$ cat src/rtl/jho_pkg.sv
// ----------------------------------------------------------------------------
// jho_pkg
// Types, widths and constants for the jet HT / overlap removal block.
// ----------------------------------------------------------------------------
package jho_pkg;

    // store and count sizes
    localparam int LARGE_DEPTH = 32;
    localparam int SMALL_MAX   = 64;
    localparam int LARGE_AW    = $clog2(LARGE_DEPTH);
    localparam int LARGE_CNT_W = $clog2(LARGE_DEPTH + 1);
    localparam int SMALL_CNT_W = $clog2(SMALL_MAX + 1);

    // field widths
    localparam int MODE_W   = 2;
    localparam int PT_W     = 16;
    localparam int ETA_W    = 14;
    localparam int PHI_W    = 13;
    localparam int AETA_W   = 13;
    localparam int DR2_W    = 26;
    localparam int CFG_W    = 26;
    localparam int CFG_IW   = 3;
    localparam int LSUM_W   = 21;
    localparam int CSUM_W   = 23;
    localparam int HT_W     = 22;
    localparam int CCNT_W   = 7;
    localparam int LCNT_W   = 6;
    localparam int STORE_W  = ETA_W + PHI_W;

    // scan datapath widths
    localparam int DETA_W   = ETA_W + 1;
    localparam int DPHI_W   = PHI_W + 1;
    localparam int SQE_W    = 28;
    localparam int SQP_W    = 24;
    localparam int DSUM_W   = SQE_W + 1;

    // azimuth wrap, 1/1024 rad
    localparam int PHI_PI     = 3217;
    localparam int PHI_TWO_PI = 6434;

    // register reset values
    localparam logic [PT_W-1:0]   LARGE_PT_MIN_RST = 16'd700;
    localparam logic [PT_W-1:0]   SMALL_PT_MIN_RST = 16'd120;
    localparam logic [AETA_W-1:0] ABS_ETA_MAX_RST  = 13'd2458;
    localparam logic [DR2_W-1:0]  DR2_MAX_RST      = 26'd671089;
    localparam logic [PT_W-1:0]   SELECT_PT_MIN_RST = 16'd720;

    typedef enum logic [MODE_W-1:0] {
        MODE_LARGE = 2'd0,
        MODE_SMALL = 2'd1,
        MODE_END   = 2'd2
    } mode_t;

    typedef enum logic [CFG_IW-1:0] {
        CFG_LARGE_PT_MIN  = 3'd0,
        CFG_SMALL_PT_MIN  = 3'd1,
        CFG_ABS_ETA_MAX   = 3'd2,
        CFG_OVERLAP_DR2   = 3'd3,
        CFG_SELECT_PT_MIN = 3'd4
    } cfg_idx_t;

    typedef enum logic {
        ST_IDLE,
        ST_SCAN
    } state_t;

endpackage

$ cat src/rtl/jet_ht_overlap_removal.sv
// The result is valid the cycle after the marker.
// A passing small jet with N stored large jets (N <= 32) is scanned through the single read port
// of the eta/phi store: one stored jet is read and compared per cycle; no request is taken
// during the scan. Failing or dropped small jets, and those with no stored large jet, skip it.
// Reset (aresetn low, synchronous) clears event state, the result valid and restores the
// register defaults; the eta/phi store is not cleared and needs no clearing pass.
// ----------------------------------------------------------------------------
// jet_ht_overlap_removal
// Per-event large-jet pt sum, small-jet HT and deltaR-cleaned combined sum.
// ----------------------------------------------------------------------------
module jet_ht_overlap_removal (
    input  logic                                aclk,
    input  logic                                aresetn,

    // configuration writes
    input  logic                                cfg_we,
    input  logic [jho_pkg::CFG_IW-1:0]          cfg_index,
    input  logic [jho_pkg::CFG_W-1:0]           cfg_wdata,

    // jet request channel
    input  logic                                s_valid,
    output logic                                s_ready,
    input  logic [jho_pkg::MODE_W-1:0]          s_mode,
    input  logic [jho_pkg::PT_W-1:0]            s_jet_pt,
    input  logic signed [jho_pkg::ETA_W-1:0]    s_jet_eta,
    input  logic signed [jho_pkg::PHI_W-1:0]    s_jet_phi,

    // per-event result channel
    output logic                                m_valid,
    input  logic                                m_ready,
    output logic [jho_pkg::LSUM_W-1:0]          m_large_pt_sum,
    output logic [jho_pkg::CSUM_W-1:0]          m_combined_sum,
    output logic [jho_pkg::HT_W-1:0]            m_small_ht,
    output logic [jho_pkg::CCNT_W-1:0]          m_clean_small_count,
    output logic [jho_pkg::LCNT_W-1:0]          m_large_count,
    output logic                                m_pass_two_large,
    output logic                                m_pass_three_large,
    output logic                                m_order_error
);
    import jho_pkg::*;

    localparam int LC_EXT_W = (LARGE_CNT_W > LCNT_W) ? LARGE_CNT_W : LCNT_W;
    localparam logic [LC_EXT_W-1:0] LC_SAT = LC_EXT_W'((1 << LCNT_W) - 1);

    // ------------------------------------------------------------------
    // configuration registers
    // ------------------------------------------------------------------
    logic [PT_W-1:0]   large_pt_min_reg;
    logic [PT_W-1:0]   small_pt_min_reg;
    logic [AETA_W-1:0] abs_eta_max_reg;
    logic [DR2_W-1:0]  dr2_max_reg;
    logic [PT_W-1:0]   select_pt_min_reg;

    always_ff @(posedge aclk) begin
        if (!aresetn) begin
            large_pt_min_reg  <= LARGE_PT_MIN_RST;
            small_pt_min_reg  <= SMALL_PT_MIN_RST;
            abs_eta_max_reg   <= ABS_ETA_MAX_RST;
            dr2_max_reg       <= DR2_MAX_RST;
            select_pt_min_reg <= SELECT_PT_MIN_RST;
        end else if (cfg_we) begin
            unique case (cfg_index)
                CFG_LARGE_PT_MIN:  large_pt_min_reg  <= cfg_wdata[PT_W-1:0];
                CFG_SMALL_PT_MIN:  small_pt_min_reg  <= cfg_wdata[PT_W-1:0];
                CFG_ABS_ETA_MAX:   abs_eta_max_reg   <= cfg_wdata[AETA_W-1:0];
                CFG_OVERLAP_DR2:   dr2_max_reg       <= cfg_wdata[DR2_W-1:0];
                CFG_SELECT_PT_MIN: select_pt_min_reg <= cfg_wdata[PT_W-1:0];
                default: ;  // unmapped index, write dropped
            endcase
        end
    end

    // ------------------------------------------------------------------
    // large-jet eta/phi store: one write or one read per cycle, registered
    // read data. Writes only happen in idle and reads only while scanning,
    // so the two never touch the same entry in flight.
    // ------------------------------------------------------------------
    logic [STORE_W-1:0]  store_mem [LARGE_DEPTH];
    logic                store_we;
    logic [LARGE_AW-1:0] store_waddr;
    logic [STORE_W-1:0]  store_wdata;
    logic                store_re;
    logic [LARGE_AW-1:0] store_raddr;
    logic [STORE_W-1:0]  store_rdata_reg;

    always_ff @(posedge aclk) begin
        if (store_we) begin
            store_mem[store_waddr] <= store_wdata;
        end
        if (store_re) begin
            store_rdata_reg <= store_mem[store_raddr];
        end
    end

    // ------------------------------------------------------------------
    // event and control state
    // ------------------------------------------------------------------
    state_t                 state_reg, state_next;
    logic [LARGE_CNT_W-1:0] large_cnt_reg, large_cnt_next;
    logic [SMALL_CNT_W-1:0] small_cnt_reg, small_cnt_next;
    logic [2:0]             ftp_reg, ftp_next;        // first three pass selection
    logic [LSUM_W-1:0]      large_sum_reg, large_sum_next;
    logic [HT_W-1:0]        small_ht_reg, small_ht_next;
    logic [CSUM_W-1:0]      clean_sum_reg, clean_sum_next;
    logic [CCNT_W-1:0]      clean_cnt_reg, clean_cnt_next;
    logic                   seen_small_reg, seen_small_next;
    logic                   order_reg, order_next;

    // scan control
    logic [LARGE_CNT_W-1:0] iss_idx_reg, iss_idx_next;
    logic                   p1_vld_reg, p1_vld_next;  // read data valid
    logic                   p2_vld_reg;               // deltas valid
    logic                   p3_vld_reg;               // squares valid
    logic                   hit_reg, hit_next;        // overlap found

    // held small jet for the scan (payload, no reset)
    logic [PT_W-1:0]         sj_pt_reg, sj_pt_next;
    logic signed [ETA_W-1:0] sj_eta_reg, sj_eta_next;
    logic signed [PHI_W-1:0] sj_phi_reg, sj_phi_next;

    // scan datapath (payload)
    logic signed [DETA_W-1:0] deta_reg;
    logic signed [PHI_W-1:0]  dphi_reg;
    logic [SQE_W-1:0]         sq_eta_reg;
    logic [SQP_W-1:0]         sq_phi_reg;

    // result register
    logic                   m_valid_reg, m_valid_next;
    logic [LSUM_W-1:0]      r_lsum_reg;
    logic [CSUM_W-1:0]      r_csum_reg;
    logic [HT_W-1:0]        r_ht_reg;
    logic [CCNT_W-1:0]      r_ccnt_reg;
    logic [LCNT_W-1:0]      r_lcnt_reg;
    logic                   r_two_reg, r_three_reg, r_order_reg;
    logic                   res_load;

    // ------------------------------------------------------------------
    // request decode and cuts
    // ------------------------------------------------------------------
    logic                   out_free;
    logic                   s_acc;
    logic [ETA_W-1:0]       abs_eta;
    logic                   eta_ok;
    logic                   large_room, small_room;
    logic                   scan_done;

    // saturating sums
    logic [LSUM_W:0]        lsum_add;
    logic [HT_W:0]          ht_add;
    logic [PT_W-1:0]        clean_pt;
    logic [CSUM_W:0]        csum_add;
    logic [CSUM_W-1:0]      csum_sat;
    logic [CCNT_W-1:0]      ccnt_sat;
    logic [CSUM_W:0]        comb_add;
    logic [CSUM_W-1:0]      comb_sat;
    logic [LC_EXT_W-1:0]    lc_ext;

    assign out_free = !m_valid_reg || m_ready;
    // a marker needs the result slot; jets go through while a result waits
    assign s_ready  = (state_reg == ST_IDLE) && ((s_mode != MODE_END) || out_free);
    assign s_acc    = s_valid && s_ready;

    assign abs_eta    = s_jet_eta[ETA_W-1] ? ETA_W'(-s_jet_eta) : ETA_W'(s_jet_eta);
    assign eta_ok     = abs_eta < {1'b0, abs_eta_max_reg};
    assign large_room = large_cnt_reg < LARGE_CNT_W'(LARGE_DEPTH);
    assign small_room = small_cnt_reg < SMALL_CNT_W'(SMALL_MAX);
    assign scan_done  = (iss_idx_reg == large_cnt_reg) && !p1_vld_reg && !p2_vld_reg
                        && !p3_vld_reg;

    assign lsum_add = {1'b0, large_sum_reg} + (LSUM_W + 1)'(s_jet_pt);
    assign ht_add   = {1'b0, small_ht_reg} + (HT_W + 1)'(s_jet_pt);
    assign clean_pt = (state_reg == ST_IDLE) ? s_jet_pt : sj_pt_reg;
    assign csum_add = {1'b0, clean_sum_reg} + (CSUM_W + 1)'(clean_pt);
    assign csum_sat = csum_add[CSUM_W] ? {CSUM_W{1'b1}} : csum_add[CSUM_W-1:0];
    assign ccnt_sat = (&clean_cnt_reg) ? clean_cnt_reg : clean_cnt_reg + 1'b1;
    assign comb_add = (CSUM_W + 1)'(large_sum_reg) + (CSUM_W + 1)'(clean_sum_reg);
    assign comb_sat = comb_add[CSUM_W] ? {CSUM_W{1'b1}} : comb_add[CSUM_W-1:0];
    assign lc_ext   = LC_EXT_W'(large_cnt_reg);

    // ------------------------------------------------------------------
    // next state
    // ------------------------------------------------------------------
    always_comb begin
        state_next      = state_reg;
        large_cnt_next  = large_cnt_reg;
        small_cnt_next  = small_cnt_reg;
        ftp_next        = ftp_reg;
        large_sum_next  = large_sum_reg;
        small_ht_next   = small_ht_reg;
        clean_sum_next  = clean_sum_reg;
        clean_cnt_next  = clean_cnt_reg;
        seen_small_next = seen_small_reg;
        order_next      = order_reg;
        iss_idx_next    = iss_idx_reg;
        p1_vld_next     = 1'b0;
        hit_next        = hit_reg;
        sj_pt_next      = sj_pt_reg;
        sj_eta_next     = sj_eta_reg;
        sj_phi_next     = sj_phi_reg;
        m_valid_next    = m_valid_reg && !m_ready;
        res_load        = 1'b0;
        store_we        = 1'b0;
        store_waddr     = large_cnt_reg[LARGE_AW-1:0];
        store_wdata     = {s_jet_eta, s_jet_phi};
        store_re        = 1'b0;
        store_raddr     = iss_idx_reg[LARGE_AW-1:0];

        unique case (state_reg)
            ST_IDLE: begin
                if (s_acc) begin
                    unique case (s_mode)
                        MODE_LARGE: begin
                            if (seen_small_reg) begin
                                order_next = 1'b1;
                            end
                            if (large_room) begin
                                store_we       = 1'b1;
                                large_cnt_next = large_cnt_reg + 1'b1;
                                if (large_cnt_reg < LARGE_CNT_W'(3) &&
                                    s_jet_pt > select_pt_min_reg && eta_ok) begin
                                    ftp_next[large_cnt_reg[1:0]] = 1'b1;
                                end
                                if (s_jet_pt > large_pt_min_reg && eta_ok) begin
                                    large_sum_next = lsum_add[LSUM_W] ? {LSUM_W{1'b1}}
                                                                      : lsum_add[LSUM_W-1:0];
                                end
                            end
                        end
                        MODE_SMALL: begin
                            seen_small_next = 1'b1;
                            if (small_room) begin
                                small_cnt_next = small_cnt_reg + 1'b1;
                                if (s_jet_pt > small_pt_min_reg && eta_ok) begin
                                    small_ht_next = ht_add[HT_W] ? {HT_W{1'b1}}
                                                                 : ht_add[HT_W-1:0];
                                    if (large_cnt_reg == '0) begin
                                        // nothing stored to overlap with
                                        clean_sum_next = csum_sat;
                                        clean_cnt_next = ccnt_sat;
                                    end else begin
                                        state_next   = ST_SCAN;
                                        iss_idx_next = '0;
                                        hit_next     = 1'b0;
                                        sj_pt_next   = s_jet_pt;
                                        sj_eta_next  = s_jet_eta;
                                        sj_phi_next  = s_jet_phi;
                                    end
                                end
                            end
                        end
                        MODE_END: begin
                            res_load        = 1'b1;
                            m_valid_next    = 1'b1;
                            large_cnt_next  = '0;
                            small_cnt_next  = '0;
                            ftp_next        = '0;
                            large_sum_next  = '0;
                            small_ht_next   = '0;
                            clean_sum_next  = '0;
                            clean_cnt_next  = '0;
                            seen_small_next = 1'b0;
                            order_next      = 1'b0;
                        end
                        default: ;  // unused code, no effect
                    endcase
                end
            end
            ST_SCAN: begin
                if (iss_idx_reg != large_cnt_reg) begin
                    store_re     = 1'b1;
                    p1_vld_next  = 1'b1;
                    iss_idx_next = iss_idx_reg + 1'b1;
                end
                if (scan_done) begin
                    if (!hit_reg) begin
                        clean_sum_next = csum_sat;
                        clean_cnt_next = ccnt_sat;
                    end
                    state_next = ST_IDLE;
                end
            end
            default: state_next = ST_IDLE;
        endcase

        // compare stage
        if (p3_vld_reg && ({1'b0, sq_eta_reg} + DSUM_W'(sq_phi_reg) <=
                           DSUM_W'(dr2_max_reg))) begin
            hit_next = 1'b1;
        end
    end

    // ------------------------------------------------------------------
    // scan pipeline: deltas with phi wrap, then squares
    // ------------------------------------------------------------------
    logic signed [ETA_W-1:0]  st_eta;
    logic signed [PHI_W-1:0]  st_phi;
    logic signed [DETA_W-1:0] deta_c;
    logic signed [DPHI_W:0]   dphi_raw;
    logic signed [DPHI_W:0]   dphi_wr;
    logic signed [2*DETA_W-1:0] sq_eta_full;
    logic signed [2*PHI_W-1:0]  sq_phi_full;

    assign st_eta   = store_rdata_reg[STORE_W-1:PHI_W];
    assign st_phi   = store_rdata_reg[PHI_W-1:0];
    assign deta_c   = DETA_W'(st_eta) - DETA_W'(sj_eta_reg);
    assign dphi_raw = (DPHI_W + 1)'(st_phi) - (DPHI_W + 1)'(sj_phi_reg);

    // one correction each way covers the full 13-bit input range
    always_comb begin
        if (dphi_raw >= (DPHI_W + 1)'(PHI_PI)) begin
            dphi_wr = dphi_raw - (DPHI_W + 1)'(PHI_TWO_PI);
        end else if (dphi_raw < -(DPHI_W + 1)'(PHI_PI)) begin
            dphi_wr = dphi_raw + (DPHI_W + 1)'(PHI_TWO_PI);
        end else begin
            dphi_wr = dphi_raw;
        end
    end

    assign sq_eta_full = deta_reg * deta_reg;
    assign sq_phi_full = dphi_reg * dphi_reg;

    always_ff @(posedge aclk) begin
        deta_reg   <= deta_c;
        dphi_reg   <= dphi_wr[PHI_W-1:0];
        sq_eta_reg <= sq_eta_full[SQE_W-1:0];
        sq_phi_reg <= sq_phi_full[SQP_W-1:0];
        sj_pt_reg  <= sj_pt_next;
        sj_eta_reg <= sj_eta_next;
        sj_phi_reg <= sj_phi_next;
    end

    // ------------------------------------------------------------------
    // state registers
    // ------------------------------------------------------------------
    always_ff @(posedge aclk) begin
        if (!aresetn) begin
            state_reg      <= ST_IDLE;
            large_cnt_reg  <= '0;
            small_cnt_reg  <= '0;
            ftp_reg        <= '0;
            large_sum_reg  <= '0;
            small_ht_reg   <= '0;
            clean_sum_reg  <= '0;
            clean_cnt_reg  <= '0;
            seen_small_reg <= 1'b0;
            order_reg      <= 1'b0;
            iss_idx_reg    <= '0;
            p1_vld_reg     <= 1'b0;
            p2_vld_reg     <= 1'b0;
            p3_vld_reg     <= 1'b0;
            hit_reg        <= 1'b0;
            m_valid_reg    <= 1'b0;
        end else begin
            state_reg      <= state_next;
            large_cnt_reg  <= large_cnt_next;
            small_cnt_reg  <= small_cnt_next;
            ftp_reg        <= ftp_next;
            large_sum_reg  <= large_sum_next;
            small_ht_reg   <= small_ht_next;
            clean_sum_reg  <= clean_sum_next;
            clean_cnt_reg  <= clean_cnt_next;
            seen_small_reg <= seen_small_next;
            order_reg      <= order_next;
            iss_idx_reg    <= iss_idx_next;
            p1_vld_reg     <= p1_vld_next;
            p2_vld_reg     <= p1_vld_reg;
            p3_vld_reg     <= p2_vld_reg;
            hit_reg        <= hit_next;
            m_valid_reg    <= m_valid_next;
        end
    end

    // result payload, loaded from the event state at the end marker
    always_ff @(posedge aclk) begin
        if (res_load) begin
            r_lsum_reg  <= large_sum_reg;
            r_csum_reg  <= comb_sat;
            r_ht_reg    <= small_ht_reg;
            r_ccnt_reg  <= clean_cnt_reg;
            r_lcnt_reg  <= (lc_ext > LC_SAT) ? LC_SAT[LCNT_W-1:0] : lc_ext[LCNT_W-1:0];
            r_two_reg   <= (large_cnt_reg == LARGE_CNT_W'(2)) && (&ftp_reg[1:0]) &&
                           (clean_cnt_reg >= CCNT_W'(2));
            r_three_reg <= (large_cnt_reg >= LARGE_CNT_W'(3)) && (&ftp_reg);
            r_order_reg <= order_reg;
        end
    end

    assign m_valid             = m_valid_reg;
    assign m_large_pt_sum      = r_lsum_reg;
    assign m_combined_sum      = r_csum_reg;
    assign m_small_ht          = r_ht_reg;
    assign m_clean_small_count = r_ccnt_reg;
    assign m_large_count       = r_lcnt_reg;
    assign m_pass_two_large    = r_two_reg;
    assign m_pass_three_large  = r_three_reg;
    assign m_order_error       = r_order_reg;

endmodule

$ cat config.mk
export PLATFORM = sky130hd
export DESIGN_NAME = jet_ht_overlap_removal
export DESIGN_NICKNAME = d
export VERILOG_FILES = /design/src/rtl/jho_pkg.sv /design/src/rtl/jet_ht_overlap_removal.sv
export SDC_FILE = /design/constraint.sdc
export NUM_CORES = 2
export LEC_CHECK = 0
export BUFFER_PORTS_ARGS = -buffer_cell sky130_fd_sc_hd__buf_2
export CELL_PAD_IN_SITES_DETAIL_PLACEMENT = 1
export CELL_PAD_IN_SITES_GLOBAL_PLACEMENT = 2
export CORE_ASPECT_RATIO = 0.6
export CORE_MARGIN = 5
export CORE_UTILIZATION = 49
export CTS_BUF_LIST = sky130_fd_sc_hd__clkbuf_16
export DETAILED_ROUTE_END_ITERATION = 6
export MAX_ROUTING_LAYER = met4
export PLACE_DENSITY = 0.95
export SLEW_MARGIN = 10
export SYNTH_ARGS = -nofsm -noshare
export SYNTH_HDL_FRONTEND = slang
export SYNTH_SLANG_ARGS = --single-unit
$ cat constraint.sdc
create_clock -name aclk -period 9.9 [get_ports aclk]
set_input_delay 0.495 -clock aclk [delete_from_list [all_inputs] [get_ports aclk]]
set_output_delay 0.495 -clock aclk [all_outputs]
set_load 0.1 [all_outputs]
==> run metrics <==
io pins 163; CP most frequent cell fa_1; final hold vios 0; CP Max Fanout 17; CTS Buf Count 111; DRC 0; TNS Setup 0 ns; IO Port Bufs 162; Reg clk slew, reported paths 0.08 ns; largest family of logic cells by synthesized area adder cells; TritonCTS clock tree yes; Core ar. 0.137 mm2; nets 5930; min Tclk post-route 6.65 ns; Cell Pwr Density 182 mW/mm2; hpwl dp 133000 um; Rows 105; total grt overflow 0; RSZ-0062 raised after global routing false; Clk Latency, worst-skew pair 0.76 ns; First-pass DRT Iterations 6; starting density of the core 0.494; drt wl/cell 29.0 um; post-synthesis cell type count 91; initial DRC count 5128; H-tree levels 3; Final setup viols 0; Setup crit end kind flip-flop; Worst EP arrival 7.31 ns; proportion of layout cells with a drive suffix above 1 0.149; CP max stage cell fa_1; CP Launch Type flip-flop; Max Fclk 150 MHz; Post-Synth Simple-Gate Area 0.0694; met3 wire len 19300 um; wl on met1 88100 um; most common cell after layout, fill and taps aside edfxtp_1; Post-synth EDFFs 1016; setup ws final 3.25 ns; antenna violations before repair 21; Data required, critical path 10.56 ns; placed insts 6857; Synth Flop Type edfxtp_1; sequential area share after synthesis 0.530; clk_skew 0.0616 ns; status finished, final reports clean; slew margin rel. 0.126; max incr delay on CP 0.81 ns; most frequent cells in the layout edfxtp_1 (1016), inv_1 (657), nand2_1 (389); GR Util All Layers 0.291; CP Buf/Inv Count 5; Slew Viols, Final 0; worst hold path class in2reg; Worst Min Path Start cfg_wdata[16]; die footprint 0.146 mm2; DP Worst Slack 3.29 ns; worst-path cell chain nand2_1, inv_1, fa_1, fa_1, inv_1, fa_1, inv_1, fa_1, fa_1, inv_1, fa_1, inv_1, ha_1, o21a_1, o21ai_0, nand2b_1, o21a_1, a41o_1, a21o_1, a21oi_1, xnor2_1; top routing layer in use met4; Yosys warning count 0; critical path's top delay family adder cells; first-pass GRT wire length 308000 um; Clock Root Buffer clkbuf_16; Area Overhead vs Synth 10.4%; Final GP Congestion 0.887; Worst IR Drop VDD 0.000164 V; Synth Area in Compound Gates 0.0669; FF-to-FF setup slack 3.25 ns; number of flip-flops in the largest register 864; metal2 WL 93100 um; Syn Inst Count 4974; crit path kind reg2reg; DIE HEIGHT 298 um; Post-Syn Area 0.0677 mm2; xor/xnor cell area share of the yosys netlist 0.0269; Tcrit/Tclk final 0.672; clk sinks 1284; Post-Syn Nets 5745; Mean Syn Cell Area 13.6 um2; Yosys reg bits 1284; vias in the first global route 45400; worst-margin pin slew 1.31 ns; Vias/cell 6.15; clk buf depth 3; largest net degree at the start of global routing 161; Final Non-Filler Cells 7090; Crit. Startpoint deta_reg[0]; via count 43600; max-cap violation count 0; Die W 490 um; mux contribution to synthesized area 0.0974; worst r2r src deta_reg[0]; antenna-violating nets left 0; routed wire length 206000 um; Lkg Pwr 28.4 nW; Post-synth ARST share 0; area share of fa/ha/maj cells after synthesis 0.165
-- power breakdown --
part / switching, mW / leakage (nW) / internal (mW) / total [mW]
Combinational: 1.76 / 15.2 / 1.22 / 2.97
Sequential: 0.108 / 11.3 / 5.95 / 6.06
Clock: 2.21 / 1.86 / 2.35 / 4.56
Total: 4.07 / 28.4 / 9.52 / 13.6
-- repair_timing --
item,in CTS,in global routing
buffers inserted,0,0
gates resized for setup,0,0
endpoints found under the setup margin,0,0
hold endpoints to repair,8,0
hold buffers,8,0
-- Yosys cell counts, types with 11 or more instances --
master,instances,share of area
o21bai_1,15,0.0017
nand4_1,23,0.0021
a21oi_1,210,0.016
mux4_2,270,0.090
a221o_1,12,0.0018
buf_1,33,0.0018
nand3_1,45,0.0033
o21ai_0,101,0.0075
dfxtp_1,268,0.079
o21a_1,23,0.0026
ha_1,362,0.067
and4_1,12,0.0016
xnor2_1,140,0.018
mux2_2,42,0.0070
and2_1,88,0.0081
nand2_1,389,0.022
o31ai_1,11,0.0012
or3_1,13,0.0012
a311oi_1,11,0.0014
o211ai_1,41,0.0045
a31oi_1,27,0.0025
clkbuf_1,116,0.0064
nor3_1,53,0.0039
inv_1,639,0.035
nand2b_1,26,0.0024
a211oi_1,32,0.0035
nor2b_1,52,0.0048
xor2_1,63,0.0082
nor2_1,227,0.013
a21o_1,81,0.0090
fa_1,330,0.098
and3_1,26,0.0024
edfxtp_1,1016,0.45
-- area by class of cell --
class	count	area, um2
fill	13500	62200
sequential	1284	35900
multi-input combinational	2893	29100
clock buffer	112	2800
inverter	639	2400
tap	1819	2280
timing repair buffer	230	1370
clock inverter	97	885
antenna	16	40.0
-- per-stage QoR --
stage / instance area [um2] / power (mW) / utilization / hold slack, ns
floorplan: 67700 / 8.22 / - / 0.382
global placement: 70900 / 8.96 / 0.518 / 0.429
detailed placement: 70900 / 9.10 / 0.518 / 0.444
CTS: 74700 / 13.6 / 0.545 / 0.00597
global route: 74700 / 14.3 / 0.546 / 0.0412
finish: 74700 / 13.6 / 0.546 / 0.0708
-- cells by family (layout without fill, tap and decap cells) --
| logic type | after synthesis | count (layout) |
|---|---|---|
| adders and majority gates | 692 | 692 |
| other | 0 | 16 |
| muxes | 316 | 316 |
| xor gates and xnor gates | 205 | 205 |
| AOI/OAI and AO/OA | 677 | 677 |
| buffers and inverters | 797 | 1078 |
| and+or+nand+nor | 1003 | 1003 |
| DFF | 1284 | 1284 |
-- per-layer routing --
metal / GRT usage / up-vias
li1: - / 18200
met5: - / -
met1: 0.422 / 22600
met2: 0.433 / 2431
met4: 0.0662 / 0
met3: 0.0528 / 366
-- path summary, 6_finish.rpt --
check	endpoint	cells past startpoint
worst max-delay path	sq_eta_reg[26]	21
worst min-delay path	dr2_max_reg[16]	3
worst max register to register	sq_eta_reg[26]	21
worst min register to register	p3_vld_reg	1
-- worst register-to-register path: stages (launching register included) --
cell and delay (ns):
dfxtp_1 0.69, nand2_1 0.20, inv_1 0.21, fa_1 0.55, fa_1 0.81, inv_1 0.20, fa_1 0.52, inv_1 0.06
fa_1 0.51, fa_1 0.51, inv_1 0.06, fa_1 0.47, inv_1 0.04, ha_1 0.32, o21a_1 0.20, o21ai_0 0.22
nand2b_1 0.19, o21a_1 0.15, a41o_1 0.22, a21o_1 0.18, a21oi_1 0.17, xnor2_1 0.13
(Power assumes the default switching activity.)
